**src/rtl/pbtt_pkg.sv**
```systemverilog
`timescale 1ns / 1ps
package pbtt_pkg;

  localparam int THREADS    = 64;
  localparam int ADDR_W     = $clog2(THREADS);
  localparam int TID_W      = 6;
  localparam int FUNC_W     = 3;
  localparam int PRIO_W     = 10;
  localparam int QUANT_W    = 32;
  localparam int CFG_IDX_W  = 3;
  localparam int CFG_DATA_W = 32;

  typedef enum logic [FUNC_W-1:0] {
    FN_INIT      = 3'd0,
    FN_CLEAR     = 3'd1,
    FN_SEND      = 3'd2,
    FN_RECV_MISS = 3'd3,
    FN_RECV_HIT  = 3'd4,
    FN_QUERY     = 3'd5,
    FN_EXECUTE   = 3'd6,
    FN_COPY      = 3'd7
  } func_t;

  localparam logic [CFG_IDX_W-1:0] CFG_BEST_PRIO   = 3'd0;
  localparam logic [CFG_IDX_W-1:0] CFG_WORST_PRIO  = 3'd1;
  localparam logic [CFG_IDX_W-1:0] CFG_BASE_PRIO   = 3'd2;
  localparam logic [CFG_IDX_W-1:0] CFG_RECV_FIRST  = 3'd3;
  localparam logic [CFG_IDX_W-1:0] CFG_RECV_LAST   = 3'd4;
  localparam logic [CFG_IDX_W-1:0] CFG_SENDER_LAST = 3'd5;
  localparam logic [CFG_IDX_W-1:0] CFG_QUANTUM     = 3'd6;

  localparam logic signed [PRIO_W-1:0] BEST_PRIO_RST  = 10'sd0;
  localparam logic signed [PRIO_W-1:0] WORST_PRIO_RST = 10'sd100;
  localparam logic signed [PRIO_W-1:0] BASE_PRIO_RST  = 10'sd50;
  localparam logic [QUANT_W-1:0]       QUANTUM_RST    = 32'd10000;

endpackage

```
**src/rtl/pbtt_in_if.sv**
```systemverilog
`timescale 1ns / 1ps
interface pbtt_in_if;
  import pbtt_pkg::*;

  logic                     valid;
  logic                     ready;
  logic [FUNC_W-1:0]        func;
  logic [TID_W-1:0]         thread_id;
  logic [TID_W-1:0]         dest_thread;
  logic signed [PRIO_W-1:0] init_priority;
  logic [QUANT_W-1:0]       work_left;
  logic                     lost_cpu;

  modport source (output valid, func, thread_id, dest_thread, init_priority, work_left,
                  lost_cpu, input ready);
  modport sink (input valid, func, thread_id, dest_thread, init_priority, work_left,
                lost_cpu, output ready);
endinterface

```
**src/rtl/pbtt_out_if.sv**
```systemverilog
`timescale 1ns / 1ps
interface pbtt_out_if;
  import pbtt_pkg::*;

  logic                     valid;
  logic                     ready;
  logic signed [PRIO_W-1:0] priority_out;
  logic [QUANT_W-1:0]       slice_time;
  logic [QUANT_W-1:0]       work_after;
  logic                     work_done;
  logic                     prio_changed;

  modport source (output valid, priority_out, slice_time, work_after, work_done,
                  prio_changed, input ready);
  modport sink (input valid, priority_out, slice_time, work_after, work_done,
                prio_changed, output ready);
endinterface

```
**src/rtl/pbtt_cfg_if.sv**
```systemverilog
`timescale 1ns / 1ps
interface pbtt_cfg_if;
  import pbtt_pkg::*;

  logic                  valid;
  logic                  ready;
  logic [CFG_IDX_W-1:0]  idx;
  logic [CFG_DATA_W-1:0] data;

  modport source (output valid, idx, data, input ready);
  modport sink (input valid, idx, data, output ready);
endinterface

```
**src/rtl/pbtt_ram.sv**
```systemverilog
`timescale 1ns / 1ps
module pbtt_ram #(
  parameter int WIDTH = 8,
  parameter int DEPTH = 64
) (
  input  logic                     clk,
  input  logic                     we,
  input  logic [$clog2(DEPTH)-1:0] waddr,
  input  logic [WIDTH-1:0]         wdata,
  input  logic                     re,
  input  logic [$clog2(DEPTH)-1:0] raddr,
  output logic [WIDTH-1:0]         rdata
);

  logic [WIDTH-1:0] mem [DEPTH];

  always_ff @(posedge clk) begin
    if (we) begin
      mem[waddr] <= wdata;
    end
    if (re) begin
      rdata <= mem[raddr];
    end
  end

endmodule

```
**src/rtl/priority_boost_thread_table_core.sv**
```systemverilog
`timescale 1ns / 1ps
// Channel   Role  Handshake     Word
// in_ch     sink  valid/ready   func, thread_id, dest_thread, init_priority, work_left,
//                               lost_cpu
// out_ch    src   valid/ready   priority_out, slice_time, work_after, work_done,
//                               prio_changed
// cfg_ch    sink  valid/ready   idx, data (ready always high)
//
// One word per cycle unless out_ch stalls; each word passes s1, then the output register.
// Tables sit in two registered-read RAMs: read at accept, written in the compute
// cycle; a write landing at the accept edge is forwarded to the reader.
// rst_n (synchronous) clears config to defaults and the pipeline; tables stay undefined.
// A stalled out_ch holds the compute stage, which then holds in_ch.ready low.
module priority_boost_thread_table_core (
  input  logic clk,
  input  logic rst_n,
  pbtt_in_if.sink    in_ch,
  pbtt_out_if.source out_ch,
  pbtt_cfg_if.sink   cfg_ch
);
  import pbtt_pkg::*;

  logic signed [PRIO_W-1:0] best_prio_r, worst_prio_r, base_prio_r;
  logic signed [PRIO_W-1:0] recv_first_r, recv_last_r, sender_last_r;
  logic [QUANT_W-1:0]       quantum_r;

  logic                     s1_valid_r;
  func_t                    s1_func_r;
  logic [TID_W-1:0]         s1_tid_r, s1_dest_r;
  logic signed [PRIO_W-1:0] s1_initp_r;
  logic [QUANT_W-1:0]       s1_work_r;
  logic                     s1_lost_r;

  logic                     byp_prio_hit_r, byp_used_hit_r;
  logic signed [PRIO_W-1:0] byp_prio_r;
  logic [QUANT_W-1:0]       byp_used_r;

  logic                     out_valid_r;
  logic signed [PRIO_W-1:0] out_prio_r;
  logic [QUANT_W-1:0]       out_slice_r, out_after_r;
  logic                     out_done_r, out_changed_r;

  logic                     in_accept, in_ready, s1_adv;
  logic [ADDR_W-1:0]        rd_addr, wr_addr;
  logic                     prio_we, used_we;
  logic signed [PRIO_W-1:0] prio_wdata, prio_rdata, cur_prio;
  logic [QUANT_W-1:0]       used_wdata, used_rdata, old_used;

  logic                     in_range;
  logic signed [PRIO_W-1:0] boost;
  logic signed [PRIO_W:0]   sum, best_ext, worst_ext, lo_clamp, hi_clamp;
  logic signed [PRIO_W-1:0] boosted;
  logic                     fresh;
  logic [QUANT_W-1:0]       left, limit, ex, used_new;

  logic signed [PRIO_W-1:0] prio_nxt;
  logic [QUANT_W-1:0]       slice_nxt, after_nxt;
  logic                     done_nxt, changed_nxt;

  assign cfg_ch.ready = 1'b1;

  always_ff @(posedge clk) begin
    if (!rst_n) begin
      best_prio_r   <= BEST_PRIO_RST;
      worst_prio_r  <= WORST_PRIO_RST;
      base_prio_r   <= BASE_PRIO_RST;
      recv_first_r  <= '0;
      recv_last_r   <= '0;
      sender_last_r <= '0;
      quantum_r     <= QUANTUM_RST;
    end else if (cfg_ch.valid) begin
      unique case (cfg_ch.idx)
        CFG_BEST_PRIO:   best_prio_r   <= cfg_ch.data[PRIO_W-1:0];
        CFG_WORST_PRIO:  worst_prio_r  <= cfg_ch.data[PRIO_W-1:0];
        CFG_BASE_PRIO:   base_prio_r   <= cfg_ch.data[PRIO_W-1:0];
        CFG_RECV_FIRST:  recv_first_r  <= cfg_ch.data[PRIO_W-1:0];
        CFG_RECV_LAST:   recv_last_r   <= cfg_ch.data[PRIO_W-1:0];
        CFG_SENDER_LAST: sender_last_r <= cfg_ch.data[PRIO_W-1:0];
        CFG_QUANTUM:     quantum_r     <= cfg_ch.data[QUANT_W-1:0];
        default: ;
      endcase
    end
  end

  assign s1_adv      = s1_valid_r && (!out_valid_r || out_ch.ready);
  assign in_ready    = !s1_valid_r || s1_adv;
  assign in_ch.ready = in_ready;
  assign in_accept   = in_ch.valid && in_ready;
  assign rd_addr     = ADDR_W'(in_ch.thread_id);

  always_ff @(posedge clk) begin
    if (!rst_n) begin
      s1_valid_r <= 1'b0;
    end else if (in_ready) begin
      s1_valid_r <= in_ch.valid;
    end
  end

  always_ff @(posedge clk) begin
    if (in_accept) begin
      s1_func_r      <= func_t'(in_ch.func);
      s1_tid_r       <= in_ch.thread_id;
      s1_dest_r      <= in_ch.dest_thread;
      s1_initp_r     <= in_ch.init_priority;
      s1_work_r      <= in_ch.work_left;
      s1_lost_r      <= in_ch.lost_cpu;
      byp_prio_hit_r <= prio_we && (wr_addr == rd_addr);
      byp_used_hit_r <= used_we && (wr_addr == rd_addr);
      byp_prio_r     <= prio_wdata;
      byp_used_r     <= used_wdata;
    end
  end

  pbtt_ram #(.WIDTH(PRIO_W), .DEPTH(THREADS)) u_prio_ram (
    .clk   (clk),
    .we    (prio_we),
    .waddr (wr_addr),
    .wdata (prio_wdata),
    .re    (in_accept),
    .raddr (rd_addr),
    .rdata (prio_rdata)
  );

  pbtt_ram #(.WIDTH(QUANT_W), .DEPTH(THREADS)) u_used_ram (
    .clk   (clk),
    .we    (used_we),
    .waddr (wr_addr),
    .wdata (used_wdata),
    .re    (in_accept),
    .raddr (rd_addr),
    .rdata (used_rdata)
  );

  assign cur_prio = byp_prio_hit_r ? byp_prio_r : prio_rdata;
  assign old_used = byp_used_hit_r ? byp_used_r : used_rdata;

  assign in_range = (32'(s1_tid_r) < THREADS) &&
                    ((s1_func_r != FN_COPY) || (32'(s1_dest_r) < THREADS));
  assign wr_addr  = (s1_func_r == FN_COPY) ? ADDR_W'(s1_dest_r) : ADDR_W'(s1_tid_r);

  always_comb begin
    unique case (s1_func_r)
      FN_SEND:      boost = sender_last_r;
      FN_RECV_MISS: boost = recv_first_r;
      default:      boost = recv_last_r;
    endcase
  end

  assign sum       = $signed({cur_prio[PRIO_W-1], cur_prio}) +
                     $signed({boost[PRIO_W-1], boost});
  assign best_ext  = $signed({best_prio_r[PRIO_W-1], best_prio_r});
  assign worst_ext = $signed({worst_prio_r[PRIO_W-1], worst_prio_r});
  assign lo_clamp  = (sum < best_ext) ? best_ext : sum;
  assign hi_clamp  = (lo_clamp > worst_ext) ? worst_ext : lo_clamp;
  assign boosted   = hi_clamp[PRIO_W-1:0];

  assign fresh    = s1_lost_r || (old_used == quantum_r);
  assign left     = (quantum_r > old_used) ? quantum_r - old_used : '0;
  assign limit    = fresh ? quantum_r : left;
  assign ex       = (s1_work_r < limit) ? s1_work_r : limit;
  assign used_new = fresh ? ex : old_used + ex;

  always_comb begin
    prio_we     = 1'b0;
    used_we     = 1'b0;
    prio_wdata  = cur_prio;
    used_wdata  = old_used;
    prio_nxt    = cur_prio;
    slice_nxt   = '0;
    after_nxt   = '0;
    done_nxt    = 1'b0;
    changed_nxt = 1'b0;
    unique case (s1_func_r) inside
      FN_INIT: begin
        prio_we    = 1'b1;
        used_we    = 1'b1;
        prio_wdata = s1_initp_r;
        used_wdata = '0;
        prio_nxt   = s1_initp_r;
      end
      FN_CLEAR: begin
        prio_we    = 1'b1;
        used_we    = 1'b1;
        prio_wdata = base_prio_r;
        used_wdata = '0;
        prio_nxt   = base_prio_r;
      end
      FN_SEND, FN_RECV_MISS, FN_RECV_HIT: begin
        prio_we     = 1'b1;
        prio_wdata  = boosted;
        prio_nxt    = boosted;
        changed_nxt = (boosted != cur_prio);
      end
      FN_EXECUTE: begin
        used_we    = 1'b1;
        used_wdata = used_new;
        slice_nxt  = ex;
        after_nxt  = s1_work_r - ex;
        done_nxt   = (s1_work_r == ex);
      end
      FN_COPY: begin
        prio_we = 1'b1;
        used_we = 1'b1;
      end
      default: ;
    endcase
    if (!in_range) begin
      prio_we     = 1'b0;
      used_we     = 1'b0;
      prio_nxt    = '0;
      slice_nxt   = '0;
      after_nxt   = '0;
      done_nxt    = 1'b0;
      changed_nxt = 1'b0;
    end
    if (!s1_adv) begin
      prio_we = 1'b0;
      used_we = 1'b0;
    end
  end

  always_ff @(posedge clk) begin
    if (!rst_n) begin
      out_valid_r <= 1'b0;
    end else if (s1_adv) begin
      out_valid_r <= 1'b1;
    end else if (out_ch.ready) begin
      out_valid_r <= 1'b0;
    end
  end

  always_ff @(posedge clk) begin
    if (s1_adv) begin
      out_prio_r    <= prio_nxt;
      out_slice_r   <= slice_nxt;
      out_after_r   <= after_nxt;
      out_done_r    <= done_nxt;
      out_changed_r <= changed_nxt;
    end
  end

  assign out_ch.valid        = out_valid_r;
  assign out_ch.priority_out = out_prio_r;
  assign out_ch.slice_time   = out_slice_r;
  assign out_ch.work_after   = out_after_r;
  assign out_ch.work_done    = out_done_r;
  assign out_ch.prio_changed = out_changed_r;

  a_adv_fills_out: assert property (@(posedge clk) disable iff (!rst_n)
    s1_adv |=> out_valid_r)
    else $error("compute stage advanced without filling output");

  a_accept_fills_s1: assert property (@(posedge clk) disable iff (!rst_n)
    in_accept |=> s1_valid_r)
    else $error("accepted word lost before compute stage");

  a_stall_only_busy: assert property (@(posedge clk) disable iff (!rst_n)
    !in_ready |-> (s1_valid_r && out_valid_r && !out_ch.ready))
    else $error("input stalled without a full pipeline");

  a_done_no_work: assert property (@(posedge clk) disable iff (!rst_n)
    (out_valid_r && out_done_r) |-> (out_after_r == '0))
    else $error("work_done with work remaining");

  a_slice_in_quantum: assert property (@(posedge clk) disable iff (!rst_n)
    out_valid_r |-> (out_slice_r <= quantum_r))
    else $error("slice exceeds quantum");

endmodule

```
**src/flat_wrapper.sv**
```systemverilog
// flat-port wrapper written by rule: the top's interface ports become plain ports
module priority_boost_thread_table_core_flat import pbtt_pkg::*;
  (clk, rst_n, in_ch_valid, in_ch_func, in_ch_thread_id, in_ch_dest_thread, in_ch_init_priority, in_ch_work_left, in_ch_lost_cpu, in_ch_ready, out_ch_valid, out_ch_priority_out, out_ch_slice_time, out_ch_work_after, out_ch_work_done, out_ch_prio_changed, out_ch_ready, cfg_ch_valid, cfg_ch_idx, cfg_ch_data, cfg_ch_ready);
  pbtt_in_if in_ch_i ();
  pbtt_out_if out_ch_i ();
  pbtt_cfg_if cfg_ch_i ();
  input  logic clk;
  input  logic rst_n;
  input wire logic [$bits(in_ch_i.valid)-1:0] in_ch_valid;
  input wire logic [$bits(in_ch_i.func)-1:0] in_ch_func;
  input wire logic [$bits(in_ch_i.thread_id)-1:0] in_ch_thread_id;
  input wire logic [$bits(in_ch_i.dest_thread)-1:0] in_ch_dest_thread;
  input wire logic [$bits(in_ch_i.init_priority)-1:0] in_ch_init_priority;
  input wire logic [$bits(in_ch_i.work_left)-1:0] in_ch_work_left;
  input wire logic [$bits(in_ch_i.lost_cpu)-1:0] in_ch_lost_cpu;
  output wire logic [$bits(in_ch_i.ready)-1:0] in_ch_ready;
  output wire logic [$bits(out_ch_i.valid)-1:0] out_ch_valid;
  output wire logic [$bits(out_ch_i.priority_out)-1:0] out_ch_priority_out;
  output wire logic [$bits(out_ch_i.slice_time)-1:0] out_ch_slice_time;
  output wire logic [$bits(out_ch_i.work_after)-1:0] out_ch_work_after;
  output wire logic [$bits(out_ch_i.work_done)-1:0] out_ch_work_done;
  output wire logic [$bits(out_ch_i.prio_changed)-1:0] out_ch_prio_changed;
  input wire logic [$bits(out_ch_i.ready)-1:0] out_ch_ready;
  input wire logic [$bits(cfg_ch_i.valid)-1:0] cfg_ch_valid;
  input wire logic [$bits(cfg_ch_i.idx)-1:0] cfg_ch_idx;
  input wire logic [$bits(cfg_ch_i.data)-1:0] cfg_ch_data;
  output wire logic [$bits(cfg_ch_i.ready)-1:0] cfg_ch_ready;
  assign in_ch_i.valid = in_ch_valid;
  assign in_ch_i.func = in_ch_func;
  assign in_ch_i.thread_id = in_ch_thread_id;
  assign in_ch_i.dest_thread = in_ch_dest_thread;
  assign in_ch_i.init_priority = in_ch_init_priority;
  assign in_ch_i.work_left = in_ch_work_left;
  assign in_ch_i.lost_cpu = in_ch_lost_cpu;
  assign in_ch_ready = in_ch_i.ready;
  assign out_ch_valid = out_ch_i.valid;
  assign out_ch_priority_out = out_ch_i.priority_out;
  assign out_ch_slice_time = out_ch_i.slice_time;
  assign out_ch_work_after = out_ch_i.work_after;
  assign out_ch_work_done = out_ch_i.work_done;
  assign out_ch_prio_changed = out_ch_i.prio_changed;
  assign out_ch_i.ready = out_ch_ready;
  assign cfg_ch_i.valid = cfg_ch_valid;
  assign cfg_ch_i.idx = cfg_ch_idx;
  assign cfg_ch_i.data = cfg_ch_data;
  assign cfg_ch_ready = cfg_ch_i.ready;
  priority_boost_thread_table_core u_core (.clk(clk), .rst_n(rst_n), .in_ch(in_ch_i), .out_ch(out_ch_i), .cfg_ch(cfg_ch_i));
endmodule
```
**config.mk**
```make
export PLATFORM = sky130hd
export DESIGN_NAME = priority_boost_thread_table_core_flat
export DESIGN_NICKNAME = d
export VERILOG_FILES = /design/src/rtl/pbtt_pkg.sv /design/src/rtl/pbtt_in_if.sv /design/src/rtl/pbtt_out_if.sv /design/src/rtl/pbtt_cfg_if.sv /design/src/rtl/pbtt_ram.sv /design/src/rtl/priority_boost_thread_table_core.sv /design/src/flat_wrapper.sv
export SDC_FILE = /design/constraint.sdc
export NUM_CORES = 2
export LEC_CHECK = 0
export BUFFER_PORTS_ARGS = -buffer_cell sky130_fd_sc_hd__buf_2
export CORE_MARGIN = 3
export CORE_UTILIZATION = 68
export DETAILED_ROUTE_END_ITERATION = 7
export HOLD_SLACK_MARGIN = 0.12
export PLACE_DENSITY_LB_ADDON = 0.1
export SYNTH_ARGS = -nofsm -noshare
export SYNTH_HDL_FRONTEND = slang
export SYNTH_SLANG_ARGS = --single-unit
```
**constraint.sdc**
```tcl
create_clock -name clk -period 23.2 [get_ports clk]
set_clock_uncertainty 0.1 [all_clocks]
set_input_delay 3.48 -clock clk [delete_from_list [all_inputs] [get_ports clk]]
set_output_delay 3.48 -clock clk [all_outputs]
set_load 0.05 [all_outputs]
```
==> results.tsv <==
stage	metric	value	unit
outcome	run_status	complete, no violations	
power_and_ir_drop	ir_worst_vdd	0.0790	mV
clock_tree	numCtsBuffers	306	
clock_tree	clk_root_buffer_cell	clkbuf_16	
sta	hold_slack	0.364	ns
route	routed-via-count	67300	
logic_synthesis	syn-num-nets	6387	
placed_design	detailed_place_hpwl	179	mm
clock_tree	ctsResizeCount	0	
floorplanning	initial_core_util	0.685	
logic_synthesis	async_reset_ff_frac	0	
logic_synthesis	post_synth_inst_count	6127	
global_routing	gr-total-overflow	0	
route	routed_wire_length_per_instance	38.2	um
logic_synthesis	syn-cell-area	123000	um2
route	drt_iter0_drc	10200	
setup_path	worst-r2r-setup-slack	12.23	ns
clock_tree	post-cts-setup-buffers	0	
power_and_ir_drop	power-per-cell-area	88.7	nW/um2
sta	setup-violations-final	0	
power_and_ir_drop	power_switching_share	0.238	
setup_path	setup.worst_path.start_class	register	
floorplanning	die_w	430	um
logic_synthesis	ys_types	94	
global_routing	grt_antenna_before_repair	24	
clock_tree	clock_sink_count	3002	
sta	worst_slack	12.23	ns
sta	tightest_pin_transition	1.41	ns
route	drt_wl_total	346	mm
logic_synthesis	yosys_register_bits	3002	
clock_tree	htreeDepth	5	
clock_tree	holdBufCountCts	0	
setup_path	critPathBufInv	2	
power_and_ir_drop	power_switching	2.88	mW
clock_tree	tritoncts	done	
power_and_ir_drop	share_clk_of_total_power	0.393	
logic_synthesis	synth.yosys.warnings	0	
setup_path	critical_path.max_stage_delay	0.88	ns
flow_run	drv.max_cap_violation_count	0	
setup_path	path_delay_family	compound AO/OA/AOI/OAI gates	
sta	finalHoldViolCount	0	
hold_path	hold_path_end	u_core.recv_last_r[4]	
global_routing	first_pass_grt_wire_length	495	mm
setup_path	cp_common_cell	o21ai_1	
route	drcViolationCount	0	
sta	timing.final.crit_share	0.473	
power_and_ir_drop	seqPwrFrac	0.510	
hold_path	hold_path_depth	2	
global_routing	grt_max_degree	117	
layout	area_growth_syn_to_layout	11.6	%
setup_path	critical_path_class	register to register	
setup_path	reg2reg_to	u_core.u_used_ram.mem[63][30]	
layout	layout-drive-gt1-share	0.267	
clock_tree	worst_setup_hold_path_clk_slew	0.07	ns
clock_tree	cts_buffer_depth	4	
setup_path	timing.critical_path.slowest_stage_cell	a21o_2	
sta	rsz0062_at_grt	no	
setup_path	worst-path-max-fanout	65	
global_routing	first_global_vias	67100	
clock_tree	clock_insertion_delay_worst_skew	0.93	ns
floorplanning	die-area	185000	um2
placed_design	io_buffers	175	
sta	report.final.slew_viol_count	0	
route	drt.antenna.violating_nets	0	
floorplanning	floorplan.core_area	179000	um2
floorplanning	vertical_extent_of_the_die	430	um
setup_path	cp.required	23.68	ns
power_and_ir_drop	power.static_leakage	44.2	nW
placed_design	place_ws	12.52	ns
logic_synthesis	postSynth.topFlopCell	edfxtp_1	
sta	relative_slew_slack	0.0601	
sta	achievable-frequency	0.0912	GHz
power_and_ir_drop	internal_power	9.25	mW
setup_path	r2r-start	u_core.byp_used_hit_r	
layout	final_util	0.765	
floorplanning	num_io_pins	177	
hold_path	timing.hold.worst.class	register to register	
layout	layout.nets	6740	
floorplanning	floorplan.rows	155	
sta	final.min_clock_period	10.97	ns
logic_synthesis	postSynthAreaPerCell	20.0	um2
setup_path	timing.critical_path.arrival	11.44	ns
placed_design	routabilityCongestion	0.937	
logic_synthesis	ys_seq_area_frac	0.728	
setup_path	critPathCaptureType	register	
route	drt_pass1_iterations	6	
global_routing	global_route.usage.total	0.380	
power_and_ir_drop	power.combinational.fraction	0.097	
sta	fin_setup_tns	0	ns
hold_path	hold_start	u_core.recv_last_r[4]	
route	via_per_inst	7.43	
logic_synthesis	synth_edf_count	2908	
setup_path	worstRegToRegCells	30	
kinds of logic after synthesis:
kind of cell	share of synthesized area
AOI/OAI and AO/OA	0.0342
xor gates and xnor gates	0.00658
adders and majority gates	0.0168
buffers and inverters	0.0135
DFF	0.728
muxes	0.171
other	0.0000306
and+or+nand+nor	0.0296
power groups by stage:
stage	registers (mW)	clock network (mW)	logic (mW)
floorplan	6.34	0	0.697
detailed placement	6.30	0	1.14
finish	6.19	4.76	1.18
global route	6.19	4.98	1.25
global placement	6.30	0	1.11
CTS	6.19	4.80	1.16
synth_stat cells (25+ instances only):
cell / n / area share
mux2i_1: 93 / 0.0076
a21boi_0: 87 / 0.0053
nor2_1: 284 / 0.0087
edfxtp_1: 2908 / 0.71
mux4_2: 870 / 0.16
buf_1: 52 / 0.0016
a21o_1: 52 / 0.0032
nand2_1: 325 / 0.010
inv_1: 133 / 0.0041
o21ai_0: 97 / 0.0040
xnor2_1: 54 / 0.0039
o22ai_1: 25 / 0.0013
nand4_1: 28 / 0.0014
ha_1: 158 / 0.016
clkbuf_1: 173 / 0.0053
buf_2: 55 / 0.0022
a21oi_1: 134 / 0.0055
mux2_2: 36 / 0.0033
nand3_1: 52 / 0.0021
dfxtp_1: 94 / 0.015
xor2_1: 38 / 0.0027
nor3_1: 36 / 0.0015
worst register-to-register path: cells and delay by family, from the launching register on:
| kind | cells | cell delay, ns |
|---|---|---|
| AOI/OAI and AO/OA | 17 | 5.58 |
| xor gates and xnor gates | 1 | 0.19 |
| adders and majority gates | 4 | 1.17 |
| buffers and inverters | 2 | 0.59 |
| DFF | 1 | 0.34 |
| muxes | 1 | 0.64 |
| and+or+nand+nor | 5 | 1.96 |
sequential cells by signal, summed over array words and instances, names as in the netlist, 10 cells and up:
register / cells
u_core.recv_first_r: 10
u_core.out_ch.work_after: 32
u_core.u_used_ram.rdata: 32
u_core.base_prio_r: 10
u_core.u_used_ram.mem: 2048
u_core.s1_work_r: 32
u_core.worst_prio_r: 10
u_core.u_prio_ram.mem: 640
u_core.s1_initp_r: 10
u_core.byp_used_r: 32
u_core.out_ch.slice_time: 32
u_core.out_ch.priority_out: 10
u_core.quantum_r: 32
u_core.u_prio_ram.rdata: 10
u_core.byp_prio_r: 10
u_core.sender_last_r: 10
u_core.recv_last_r: 10
u_core.best_prio_r: 10
layer usage:
layer | up-vias | GRT usage | part of all wire
li1 | 26000 | - | -
met1 | 34600 | 0.531 | 0.35
met2 | 5602 | 0.598 | 0.48
met3 | 1074 | 0.0839 | 0.12
met4 | 10 | 0.152 | 0.048
met5 | - | 0 | 0.00017
final cells by class:
cell class | count | area [um2]
well taps | 2355 | 2950
diodes | 9 | 22.5
flip-flops and latches | 3002 | 89200
clock buffers | 364 | 7980
fillers | 9014 | 42100
inverters | 133 | 500
multi-input cells | 2708 | 32600
repair buffers | 329 | 2140
clock inverters | 159 | 1360
cells in the final DEF (no fill, tap or decap), types with 54 or more instances in the layout:
cell type,instances
a21boi_0,87
a21oi_1,134
buf_2,170
buf_4,150
clkbuf_16,310
clkinv_1,67
dfxtp_1,94
edfxtp_1,2908
ha_1,158
inv_1,132
mux2i_1,93
mux4_2,870
nand2_1,322
nor2_1,220
nor2_4,64
o21ai_0,96
xnor2_1,54
worst max-delay path by stage:
stage | from | to | depth (start not counted)
4_1_cts | u_core.byp_used_hit_r | u_core.u_used_ram.mem[17][30] | 30
6_report | u_core.byp_used_hit_r | u_core.u_used_ram.mem[63][30] | 30
3_3_place_gp | u_core.byp_used_hit_r | u_core.u_used_ram.mem[39][30] | 30
3_5_place_dp | u_core.byp_used_hit_r | u_core.u_used_ram.mem[52][30] | 30
5_1_grt | u_core.byp_used_hit_r | u_core.u_used_ram.mem[17][30] | 28
2_1_floorplan | u_core.byp_used_hit_r | u_core.byp_used_r[28] | 34
metrics by stage:
stage               std cells  power (mW)  area [um2]
floorplan                6127        7.04      123000
global placement         8527        7.41      127000
detailed placement       8527        7.44      127000
CTS                      9050        12.1      137000
global route             9050        12.4      137000
finish                   9059        12.1      137000
Note: power is estimated with default switching activity, not from simulation.
